`config.mk`:
```
export PLATFORM = sky130hd
export DESIGN_NAME = clipped_span_pixel_writer
export DESIGN_NICKNAME = d
export VERILOG_FILES = /design/src/hw/rtl/csp_pkg.sv /design/src/hw/rtl/csp_controller.sv /design/src/hw/rtl/csp_datapath.sv /design/src/hw/rtl/clipped_span_pixel_writer.sv
export SDC_FILE = /design/constraint.sdc
export NUM_CORES = 1
export LEC_CHECK = 0
export BUFFER_PORTS_ARGS = -buffer_cell sky130_fd_sc_hd__buf_2
export CAP_MARGIN = 20
export CORE_UTILIZATION = 45
export CTS_CLUSTER_SIZE = 40
export DETAILED_ROUTE_END_ITERATION = 10
export PLACE_DENSITY = 0.67
export SYNTH_ARGS = -nofsm -noshare
export SYNTH_HDL_FRONTEND = slang
export SYNTH_SLANG_ARGS = --single-unit
export TNS_END_PERCENT = 30
```
`constraint.sdc`:
```
create_clock -name clock -period 14.8 [get_ports clock]
set_clock_uncertainty 0.1 [all_clocks]
set_input_delay 2.22 -clock clock [delete_from_list [all_inputs] [get_ports clock]]
set_output_delay 2.22 -clock clock [all_outputs]
set_load 0.03 [all_outputs]
```
`src/hw/rtl/csp_pkg.sv`:
```
`timescale 1ns / 1ps
`default_nettype none
// ----------------------------------------------------------------------------
// Clipped span pixel writer package
// Shared types, register indexes, field widths and the colour formatter.
// ----------------------------------------------------------------------------
package csp_pkg;

   localparam int RES_W    = 13;
   localparam int COORD_W  = 13;
   localparam int LEN_W    = 6;
   localparam int MASK_W   = 32;
   localparam int COLOR_W  = 32;
   localparam int OFFSET_W = 26;
   localparam int FMT_W    = 2;
   localparam int CSR_IDX_W = 2;

   // Configuration register indexes.
   localparam logic [CSR_IDX_W-1:0] REG_X_RES  = 2'd0;
   localparam logic [CSR_IDX_W-1:0] REG_Y_RES  = 2'd1;
   localparam logic [CSR_IDX_W-1:0] REG_PIX_FMT = 2'd2;

   // Pixel formats; the code doubles as the write size.
   localparam logic [FMT_W-1:0] FMT_8BPP  = 2'd0;
   localparam logic [FMT_W-1:0] FMT_16BPP = 2'd1;
   localparam logic [FMT_W-1:0] FMT_32BPP = 2'd2;

   // Span modes.
   localparam logic MODE_FILL  = 1'b0;
   localparam logic MODE_GLYPH = 1'b1;

   // Reset values of the configuration registers.
   localparam logic [RES_W-1:0] X_RES_RESET   = 13'd800;
   localparam logic [RES_W-1:0] Y_RES_RESET   = 13'd480;
   localparam logic [FMT_W-1:0] PIX_FMT_RESET = FMT_16BPP;

   typedef enum logic [1:0] {
      ST_IDLE,
      ST_PREP,
      ST_RUN
   } csp_state_type;

   typedef struct packed {
      logic load;   // capture the request word
      logic prep;   // build the visibility mask and the row base
      logic step;   // advance one span position
   } csp_cmd_type;

   typedef struct packed {
      logic final_pos;  // no visible pixel beyond the current position
   } csp_status_type;

   function automatic logic [COLOR_W-1:0] format_colour(input logic [COLOR_W-1:0] c,
                                                         input logic [FMT_W-1:0] fmt);
      logic [COLOR_W-1:0] v;
      begin
         case (fmt)
            FMT_8BPP: begin
               v = {24'd0, c[7:0]};
            end
            FMT_16BPP: begin
               v = {16'd0, c[23:19], c[15:10], c[7:3]};
            end
            default: begin
               v = c;
            end
         endcase
         return v;
      end
   endfunction

endpackage
`default_nettype wire

```
`src/hw/rtl/csp_controller.sv`:
```
`timescale 1ns / 1ps
`default_nettype none
// ----------------------------------------------------------------------------
// Span writer controller
// Sequences accept, preparation and the per-position run of one span.
// ----------------------------------------------------------------------------
module csp_controller (
   input  wire logic                    clock,
   input  wire logic                    reset,
   input  wire logic                    start,
   input  wire csp_pkg::csp_status_type status,
   output csp_pkg::csp_cmd_type         cmd,
   output logic                         busy
);
   import csp_pkg::*;

   csp_state_type state_ff;
   csp_state_type state_in;

   always_ff @(posedge clock) begin
      if (reset) begin
         state_ff <= ST_IDLE;
      end else begin
         state_ff <= state_in;
      end
   end

   always_comb begin
      state_in = state_ff;
      cmd      = '0;
      case (state_ff)
         ST_IDLE: begin
            if (start) begin
               cmd.load = 1'b1;
               state_in = ST_PREP;
            end
         end
         ST_PREP: begin
            cmd.prep = 1'b1;
            state_in = ST_RUN;
         end
         ST_RUN: begin
            cmd.step = 1'b1;
            if (status.final_pos) begin
               state_in = ST_IDLE;
            end
         end
         default: begin
            state_in = ST_IDLE;
         end
      endcase
   end

   assign busy = (state_ff != ST_IDLE);

endmodule
`default_nettype wire

```
`src/hw/rtl/csp_datapath.sv`:
```
`timescale 1ns / 1ps
`default_nettype none
// ----------------------------------------------------------------------------
// Span writer datapath
// Configuration registers, span capture, clipping mask, offsets and outputs.
// ----------------------------------------------------------------------------
module csp_datapath #(
   parameter int SPAN_PIXELS = 32,
   parameter int MAX_RES     = 4096
) (
   input  wire logic                                 clock,
   input  wire logic                                 reset,
   input  wire csp_pkg::csp_cmd_type                 cmd,
   output csp_pkg::csp_status_type                   status,
   input  wire logic                                 req_mode,
   input  wire logic signed [csp_pkg::COORD_W-1:0]   req_x_start,
   input  wire logic signed [csp_pkg::COORD_W-1:0]   req_row_y,
   input  wire logic [csp_pkg::LEN_W-1:0]            req_span_length,
   input  wire logic [csp_pkg::MASK_W-1:0]           req_row_mask,
   input  wire logic [csp_pkg::COLOR_W-1:0]          req_color,
   input  wire logic                                 csr_write_enable,
   input  wire logic [csp_pkg::CSR_IDX_W-1:0]        csr_index,
   input  wire logic [csp_pkg::RES_W-1:0]            csr_write_data,
   output logic                                      rsp_valid,
   output logic [csp_pkg::OFFSET_W-1:0]              rsp_byte_offset,
   output logic [csp_pkg::COLOR_W-1:0]               rsp_pixel_value,
   output logic [csp_pkg::FMT_W-1:0]                 rsp_write_size,
   output logic                                      rsp_last
);
   import csp_pkg::*;

   localparam logic [RES_W:0] MAX_RES_W = (RES_W+1)'(MAX_RES);

   // Configuration registers.
   logic [RES_W-1:0] x_res_ff;
   logic [RES_W-1:0] y_res_ff;
   logic [FMT_W-1:0] pix_fmt_ff;

   // Captured request word.
   logic                      mode_ff;
   logic signed [COORD_W-1:0] x_start_ff;
   logic signed [COORD_W-1:0] row_y_ff;
   logic [LEN_W-1:0]          span_length_ff;
   logic [MASK_W-1:0]         row_mask_ff;
   logic [COLOR_W-1:0]        color_ff;

   // Run state. The x counter only matters at visible positions, where it
   // always lies inside the screen, so it may wrap elsewhere.
   logic [SPAN_PIXELS-1:0]    vis_ff;
   logic [SPAN_PIXELS-1:0]    vis_in;
   logic [SPAN_PIXELS-1:0]    vis_rest;
   logic [OFFSET_W-1:0]       base_ff;
   logic [OFFSET_W-1:0]       base_in;
   logic [COORD_W-1:0]        x_cur_ff;

   // Output registers.
   logic                  rsp_valid_ff;
   logic [OFFSET_W-1:0]   rsp_byte_offset_ff;
   logic [OFFSET_W-1:0]   rsp_byte_offset_in;
   logic [COLOR_W-1:0]    rsp_pixel_value_ff;
   logic [FMT_W-1:0]      rsp_write_size_ff;
   logic                  rsp_last_ff;

   logic [RES_W-1:0] x_res_c;
   logic [RES_W-1:0] y_res_c;
   logic             row_ok;
   logic [OFFSET_W-1:0] linear;

   always_ff @(posedge clock) begin
      if (reset) begin
         x_res_ff   <= X_RES_RESET;
         y_res_ff   <= Y_RES_RESET;
         pix_fmt_ff <= PIX_FMT_RESET;
      end else if (csr_write_enable) begin
         case (csr_index)
            REG_X_RES: begin
               x_res_ff <= csr_write_data;
            end
            REG_Y_RES: begin
               y_res_ff <= csr_write_data;
            end
            REG_PIX_FMT: begin
               pix_fmt_ff <= csr_write_data[FMT_W-1:0];
            end
            default: begin
            end
         endcase
      end
   end

   // Resolutions above the supported maximum behave as the maximum.
   assign x_res_c = ({1'b0, x_res_ff} > MAX_RES_W) ? MAX_RES_W[RES_W-1:0] : x_res_ff;
   assign y_res_c = ({1'b0, y_res_ff} > MAX_RES_W) ? MAX_RES_W[RES_W-1:0] : y_res_ff;

   assign row_ok = (pix_fmt_ff <= FMT_32BPP) && !row_y_ff[COORD_W-1]
                   && ($unsigned(row_y_ff) < y_res_c);

   always_comb begin
      logic signed [COORD_W:0] xs;
      logic                    on;
      vis_in = '0;
      for (int p = 0; p < SPAN_PIXELS; p++) begin
         xs = {x_start_ff[COORD_W-1], x_start_ff} + (COORD_W+1)'(p);
         on = (mode_ff == MODE_FILL) || (((row_mask_ff >> p) & 32'd1) != 32'd0);
         vis_in[p] = row_ok && on && ((LEN_W+1)'(p) < {1'b0, span_length_ff})
                     && !xs[COORD_W] && (xs[COORD_W-1:0] < x_res_c);
      end
   end

   assign base_in  = {{(OFFSET_W-RES_W){1'b0}}, $unsigned(row_y_ff)}
                     * {{(OFFSET_W-RES_W){1'b0}}, x_res_c};
   assign vis_rest = vis_ff >> 1;
   assign status.final_pos = (vis_rest == '0);

   assign linear = base_ff + {{(OFFSET_W-COORD_W){1'b0}}, x_cur_ff};
   assign rsp_byte_offset_in = linear << pix_fmt_ff;

   always_ff @(posedge clock) begin
      if (cmd.load) begin
         mode_ff        <= req_mode;
         x_start_ff     <= req_x_start;
         row_y_ff       <= req_row_y;
         span_length_ff <= req_span_length;
         row_mask_ff    <= req_row_mask;
         color_ff       <= req_color;
      end
      if (cmd.prep) begin
         base_ff  <= base_in;
         x_cur_ff <= $unsigned(x_start_ff);
      end else if (cmd.step) begin
         x_cur_ff <= x_cur_ff + COORD_W'(1);
      end
      if (cmd.step && vis_ff[0]) begin
         rsp_byte_offset_ff <= rsp_byte_offset_in;
         rsp_pixel_value_ff <= format_colour(color_ff, pix_fmt_ff);
         rsp_write_size_ff  <= pix_fmt_ff;
         rsp_last_ff        <= status.final_pos;
      end
   end

   always_ff @(posedge clock) begin
      if (reset) begin
         vis_ff       <= '0;
         rsp_valid_ff <= 1'b0;
      end else begin
         if (cmd.prep) begin
            vis_ff <= vis_in;
         end else if (cmd.step) begin
            vis_ff <= vis_rest;
         end
         rsp_valid_ff <= cmd.step && vis_ff[0];
      end
   end

   assign rsp_valid       = rsp_valid_ff;
   assign rsp_byte_offset = rsp_byte_offset_ff;
   assign rsp_pixel_value = rsp_pixel_value_ff;
   assign rsp_write_size  = rsp_write_size_ff;
   assign rsp_last        = rsp_last_ff;

endmodule
`default_nettype wire

```
`src/hw/rtl/clipped_span_pixel_writer.sv`:
```
`timescale 1ns / 1ps
`default_nettype none
// ----------------------------------------------------------------------------
// Clipped span pixel writer
// Turns one horizontal span into clipped, formatted framebuffer writes.
// ----------------------------------------------------------------------------
// A span word is taken at a clock edge where start is high and busy is low.
// The block then builds, in its preparation state, a visibility mask for
// every span position (clipping against the screen, the glyph mask and the
// length, and clearing it for an invalid pixel format) and the row base
// y*x_resolution, and afterwards walks the span one position a cycle,
// stopping after the last visible pixel. Busy stays high through the
// preparation and the walk; a span with nothing visible gives no word. Each
// write word appears on the rsp_ ports for a single cycle with rsp_valid high,
// in the cycle after its position is visited, and must be taken then: there
// is no back-pressure. The last word of a span carries rsp_last, and it shows
// in the first cycle in which busy is low again. Configuration writes are
// meant for idle periods.
// ----------------------------------------------------------------------------
module clipped_span_pixel_writer #(
   parameter int SPAN_PIXELS = 32,
   parameter int MAX_RES     = 4096
) (
   input  wire logic                                 clock,
   input  wire logic                                 reset,
   input  wire logic                                 start,
   output logic                                      busy,
   input  wire logic                                 req_mode,
   input  wire logic signed [csp_pkg::COORD_W-1:0]   req_x_start,
   input  wire logic signed [csp_pkg::COORD_W-1:0]   req_row_y,
   input  wire logic [csp_pkg::LEN_W-1:0]            req_span_length,
   input  wire logic [csp_pkg::MASK_W-1:0]           req_row_mask,
   input  wire logic [csp_pkg::COLOR_W-1:0]          req_color,
   output logic                                      rsp_valid,
   output logic [csp_pkg::OFFSET_W-1:0]              rsp_byte_offset,
   output logic [csp_pkg::COLOR_W-1:0]               rsp_pixel_value,
   output logic [csp_pkg::FMT_W-1:0]                 rsp_write_size,
   output logic                                      rsp_last,
   input  wire logic                                 csr_write_enable,
   input  wire logic [csp_pkg::CSR_IDX_W-1:0]        csr_index,
   input  wire logic [csp_pkg::RES_W-1:0]            csr_write_data
);
   import csp_pkg::*;

   csp_cmd_type    cmd;
   csp_status_type status;

   // The controller only sequences; all arithmetic sits in the datapath.
   csp_controller u_controller (
      .clock  (clock),
      .reset  (reset),
      .start  (start),
      .status (status),
      .cmd    (cmd),
      .busy   (busy)
   );

   csp_datapath #(
      .SPAN_PIXELS (SPAN_PIXELS),
      .MAX_RES     (MAX_RES)
   ) u_datapath (
      .clock            (clock),
      .reset            (reset),
      .cmd              (cmd),
      .status           (status),
      .req_mode         (req_mode),
      .req_x_start      (req_x_start),
      .req_row_y        (req_row_y),
      .req_span_length  (req_span_length),
      .req_row_mask     (req_row_mask),
      .req_color        (req_color),
      .csr_write_enable (csr_write_enable),
      .csr_index        (csr_index),
      .csr_write_data   (csr_write_data),
      .rsp_valid        (rsp_valid),
      .rsp_byte_offset  (rsp_byte_offset),
      .rsp_pixel_value  (rsp_pixel_value),
      .rsp_write_size   (rsp_write_size),
      .rsp_last         (rsp_last)
   );

endmodule
`default_nettype wire

```
Yosys cells after proc, flatten, opt, wreduce, memory -nomap -nowiden
Index checks and enable logic that the tools add are counted.
{ "word_totals": {"regBits": 260, "input_bits": 116, "n_memories": 0, "mem_bits_rw": 0, "rom_bits": 0, "wordCells": 349, "out_inout_bits": 63, "latchBits": 0} }
{ "classes": {"n_mul": 1, "reduce_logical": 206, "div": 0, "n_addsub": 33, "n_lt_le_gt_ge": 68, "n_bitwise": 1, "n_eq_ne": 7, "mux": 14, "shifts": 1} }
{ "op_table": {"columns": ["cell", "n"], "rows": [
  ["$lt A13 B13 Y1", 33],
  ["$add A13 B6 Y14 const B", 16],
  ["$logic_and A1 B1 Y1", 131],
  ["$add A13 B5 Y14 const B", 8],
  ["$lt A5 B6 Y1 const A", 16],
  ["$mux W32", 2],
  ["$pmux W32 S2", 1],
  ["$add A13 B4 Y14 const B", 4],
  ["$mux W13", 4],
  ["$lt A4 B6 Y1 const A", 8],
  ["$logic_not A1 Y1", 33],
  ["$logic_not A32 Y1", 1],
  ["$logic_or A1 B1 Y1", 32],
  ["$add A13 B3 Y14 const B", 2],
  ["$add A26 B13 Y26", 1],
  ["$gt A13 B13 Y1 const B", 2],
  ["$mul A13 B13 Y26", 1],
  ["$shl A26 B2 Y26", 1],
  ["$lt A3 B6 Y1 const A", 4],
  ["$add A13 B2 Y14 const B", 1],
  ["$add A13 B1 Y13 const B", 1],
  ["$lt A1 B6 Y1 const A", 2],
  ["$lt A2 B6 Y1 const A", 2],
  ["$reduce_and A2 Y1", 4],
  ["10 further kinds", 21]
]} }

Logic depth before layout (Yosys ltp)
{ "logic_depth": {"ltp_word": 9, "depth_mapped": 23, "depth_no_buf": 20} }

Hierarchy
From an unflattened synthesis, not the netlist that was laid out.
{ "unflattened": {"hier_cells": 3066, "area_unflattened_um2": 28098.2} }
{ "by_module_without_submodules": {"columns": ["mod", "area_per_inst_um2", "cells_each", "seq_area_each_um2", "n_inst"], "rows": [
  ["csp_datapath", 27980.6, 3055, 7136.8, 1],
  ["csp_controller", 117.6, 11, 40.0, 1]
]} }

Worst setup path after synthesis
OpenSTA, ideal clock, no wires.
{ "synth_timing": {"path_kind": "reg-to-reg", "startpoint": "register u_datapath.x_res_ff[12]", "endpoint": "register u_datapath.base_ff[24], data pin", "path_stages_with_launch": 23, "arrival_ns": 5.898, "required_time_ns": 14.440, "setup_ns": 0.260, "n_path_buf": 3, "synth_period_minus_slack_ns": 6.258, "path_slack_ns": 8.542, "cell_sequence": "dfxtp_1 > clkbuf_1 > clkbuf_1 > nor2b_1 > clkbuf_1 > nand2_1 > fa_1 > inv_1 > fa_1 > inv_1 > fa_1 > inv_1 > fa_1 > inv_1 > fa_1 > inv_1 > ha_1 > a2111o_1 > o2111a_1 > o21a_1 > a2111oi_0 > nor2_1 > xor2_1"} }
{ "synth_between": {"elab_chain_len": 3} }
{ "synth_lines": {"columns": ["item", "line_no", "rtl"], "rows": [
  ["start: declaration", "csp_datapath.sv:35", "logic [RES_W-1:0] x_res_ff;"],
  ["start signal: assignment", "csp_datapath.sv:77", "x_res_ff <= csr_write_data;"],
  ["$gt A13 B13 Y1", "csp_datapath.sv:92", "assign x_res_c = ({1'b0, x_res_ff} > MAX_RES_W) ? MAX_RES_W[RES_W-1:0] : x_res_ff;"],
  ["$mux W13 *", "csp_datapath.sv:92", null],
  ["$mul A13 B13 Y26 *", "csp_datapath.sv:111", "* {{(OFFSET_W-RES_W){1'b0}}, x_res_c};"],
  ["net u_datapath.base_in[24]", "csp_datapath.sv:53", "logic [OFFSET_W-1:0] base_in;"],
  ["end signal: assignment", "csp_datapath.sv:128", "base_ff <= base_in;"],
  ["end: declaration", "csp_datapath.sv:52", "logic [OFFSET_W-1:0] base_ff;"]
]} }
The timed path passes the listed nets; every way through them passes the cells marked *.
A chain may end at the register's enable or synchronous reset.

Worst setup path in the final report
Same ends and word-level chain as after synthesis.

==> impl_metrics.yaml <==
grt:
  grt_pass1_wl_um: 140000
  grt_use_total_pct: 28.5
  gr-total-overflow: 0
  grt_pass1_vias: 23712
  antenna_found_initial: 1
  grt_start_max_net_pins: 67
worst_hold_path:
  hold_path.class: "flop to flop"
  min-delay-start: "u_datapath.x_res_ff[4]"
  hold_depth: 2
  hold_path_end: "u_datapath.x_res_ff[4]"
synth:
  synth_seq_cells: 260
  syn_area_um2: 28500
  syn_inst: 3169
  yosysUniqueCellTypes: 84
  avgSynthCellArea_um2: 8.99
  async_flop_share_pct: 0
  synth_nets: 3841
  synth-edff-count: 197
  synth_flop_cell: "edfxtp_1"
  ys_seq_area_share_pct: 25.2
  yosysWarnings: 0
critical_path:
  rr_startpoint: "u_datapath.x_res_ff[12]"
  r2r_cells: 19
  cp_cell_sequence: "nor2b_1, nand2_1, fa_1, inv_1, fa_1, inv_1, fa_1, inv_1, fa_1, inv_1, fa_1, inv_1, ha_1, a2111o_1, o2111a_1, o21a_1, a2111oi_0, nor2_1, xor2_1"
  r2r_slack_ns: 7.88
  cp_slowest_cell: "nor2b_1"
  critPathKind: "flop to flop"
  critical_path_buf_inv_count: 5
  worstPathRequired_ns: 15.04
  cp_max_fo: 30
  startpoint: "u_datapath.x_res_ff[12]"
  critPathTopFamily: "adder cells"
  worstSetupEndpointType: "flop"
  critPathMaxStageDelay_ns: 0.83
  r2r_end: "u_datapath.base_ff[24]"
  cp.arrival_ns: 7.16
  start_kind: "flop"
clock_network:
  cts_buffers: 31
  cts_tree: "done"
  cts_setup_buffers: 0
  hold_buffers: 0
  ctsResizeCount: 0
  path_clk_slew_ns: 0.06
  ctsHtreeMaxLevel: 1
  cts_max_path_buffers: 3
  insertion_delay_ns: 0.61
  cts_root_buffer: "clkbuf_16"
  cts_sinks: 260
floorplan:
  die_x_um: 254
  die-area_um2: 64300
  start_util_pct: 45.8
  die_h_um: 254
  pin_count: 179
  rows: 91
  coreArea_um2: 62200
detailed_routing:
  antenna_left: 0
  m1WireLength_um: 39300
  drc_errors: 0
  met3_length_um: 10700
  routedWlPerCell_um: 22.2
  num_vias: 24478
  wl_met2_um: 37100
  routed_wl_um: 92100
  dr.max_layer_used: "met4"
  viasPerCell: 5.91
  drt_iter0_drc: 2534
  drt_first_pass_iters: 5
timing:
  setup_viol_count_final: 0
  grt_setup_unrepaired: "false"
  layout_min_cycle_time_ns: 6.92
  drv_slew: 0
  fin_setup_tns_ns: 0
  finalHoldViolations: 0
  worstMarginPinSlew_ns: 1.18
  maxSlewHeadroom_pct: 21.6
  hold_slack_ns: 0.351
  max_freq_mhz: 145
  min_period_over_period_pct: 46.7
power:
  p_int_uw: 2490
  peakVddDrop_uv: 114
  powerDensity_nw_per_um2: 147
  seq_power_share_pct: 25.5
  p_sw_uw: 2100
  leakage_uw: 0.0137
  comb_power_share_pct: 58.2
  p_clk_share_pct: 16.3
  swShare_pct: 45.7
outcome:
  status: "completed"
cells_and_area:
  fin_area_um2: 31200
  layout_common_cells: "ha_1, nand2_1, inv_1"
  final_nets: 3950
  fill_cells: 5901
  final_common_cell: "ha_1"
  drive_above_1_share_pct: 9.54
  area_growth_pct: 9.56
placement:
  hpwl_um: 64600
  placedInstanceArea_um2: 30200
  routabilityCongestion: 0.972
  numPortBuffers: 178
flow_run:
  maxCapViolCount: 0
[through the flow]
step	util, %	cells	power, uW	setup WS (ns)
final	50.2	4139	4590	7.88
after global routing	50.2	4138	4970	7.44
after CTS	50.2	4138	4570	7.92
after detailed placement	48.6	4082	3800	7.94
after global placement	48.6	4082	3760	8.03
after floorplan	-	3169	3100	8.54
[sequential cells by signal, indices dropped and copies added, names as in the netlist, 26 cells and up]
register / cells
u_datapath.base_ff: 26
u_datapath.color_ff: 32
u_datapath.row_mask_ff: 32
u_datapath.rsp_byte_offset: 26
u_datapath.rsp_pixel_value: 32
u_datapath.vis_ff: 32
[power groups by stage]
stage / Clock (uW) / Combinational [uW] / Sequential (uW)
5_1_grt: 796 / 2980 / 1190
2_1_floorplan: 0 / 1980 / 1120
6_report: 746 / 2670 / 1170
4_1_cts: 769 / 2630 / 1170
3_3_place_gp: 0 / 2580 / 1180
3_5_place_dp: 0 / 2620 / 1180
[cells by family after synthesis]
logic type / count (synthesis) / synth area share [%]
fa+ha+maj: 556 / 27.6
xor+xnor: 312 / 9.60
mux: 40 / 1.45
compound gates: 634 / 14.4
flops: 260 / 25.2
simple gates: 952 / 16.1
buf+inv: 415 / 5.55
[layer usage]
metal | vias up | GRT usage, %
met5 | - | 0
met4 | 0 | 13.7
met3 | 290 | 6.32
met2 | 1389 | 41.3
met1 | 11467 | 40.0
li1 | 11332 | -
[worst max path at each step]
stage / cells past startpoint / slack (ns) / endpoint
floorplan: 22 / 8.54 / u_datapath.base_ff[24]
global placement: 17 / 8.03 / u_datapath.base_ff[24]
detailed placement: 19 / 7.94 / u_datapath.base_ff[24]
CTS: 19 / 7.92 / u_datapath.base_ff[24]
global route: 19 / 7.44 / u_datapath.base_ff[24]
finish: 19 / 7.88 / u_datapath.base_ff[24]
[worst register-to-register path: stages (launching register included)]
cell and delay [ns]:
dfxtp_1 0.65, nor2b_1 0.84, nand2_1 0.19, fa_1 0.57, inv_1 0.06, fa_1 0.52
inv_1 0.07, fa_1 0.50, inv_1 0.05, fa_1 0.53, inv_1 0.06, fa_1 0.53
inv_1 0.04, ha_1 0.36, a2111o_1 0.44, o2111a_1 0.27, o21a_1 0.22, a2111oi_0 0.39
nor2_1 0.09, xor2_1 0.15
[area by class of cell]
cell class              count  area, um^2  share of cell area, %
multi-input cells        2494       19700                   63.2
well taps                 837        1050                   3.36
repair buffers            228        1270                   4.06
diodes                      1        2.50                0.00802
clock buffers              36         795                   2.55
inverters                 263         987                   3.16
flip-flops and latches    260        7180                   23.0
clock inverters            20         191                  0.614
[Yosys cell counts (all sizes together) (5+ instances only)]
master   number  area [um^2]
ha          434         5430
nand2       273         1020
inv         260          976
nor2        249          935
a21oi       199          996
edfxtp      197         5920
xnor2       180         1580
xor2        132         1160
fa          122         2440
clkbuf      118          445
o21ai       116          581
and2        112          701
a21o         80          601
nand4        64          400
dfxtp        63         1260
nor2b        63          394
nor3         60          300
nand3        41          210
a31oi        34          213
buf          34          149
mux2i        29          290
and3         27          171
o2111ai      23          201
o21a         21          158
o22ai        21          138
a2111oi      15          131
a211oi       14          105
nand2b       14         87.6
a221oi       13          114
o211ai       13          103
a22o         11         96.3
mux2         11          124
nor4         11         68.8
and4         10         90.1
o31ai         8         60.1
or2           7         43.8
or3           7         43.8
a211o         6         52.6
a311oi        6         52.6
nor3b         5         37.5
No activity file was read; power rests on OpenSTA's default activity.
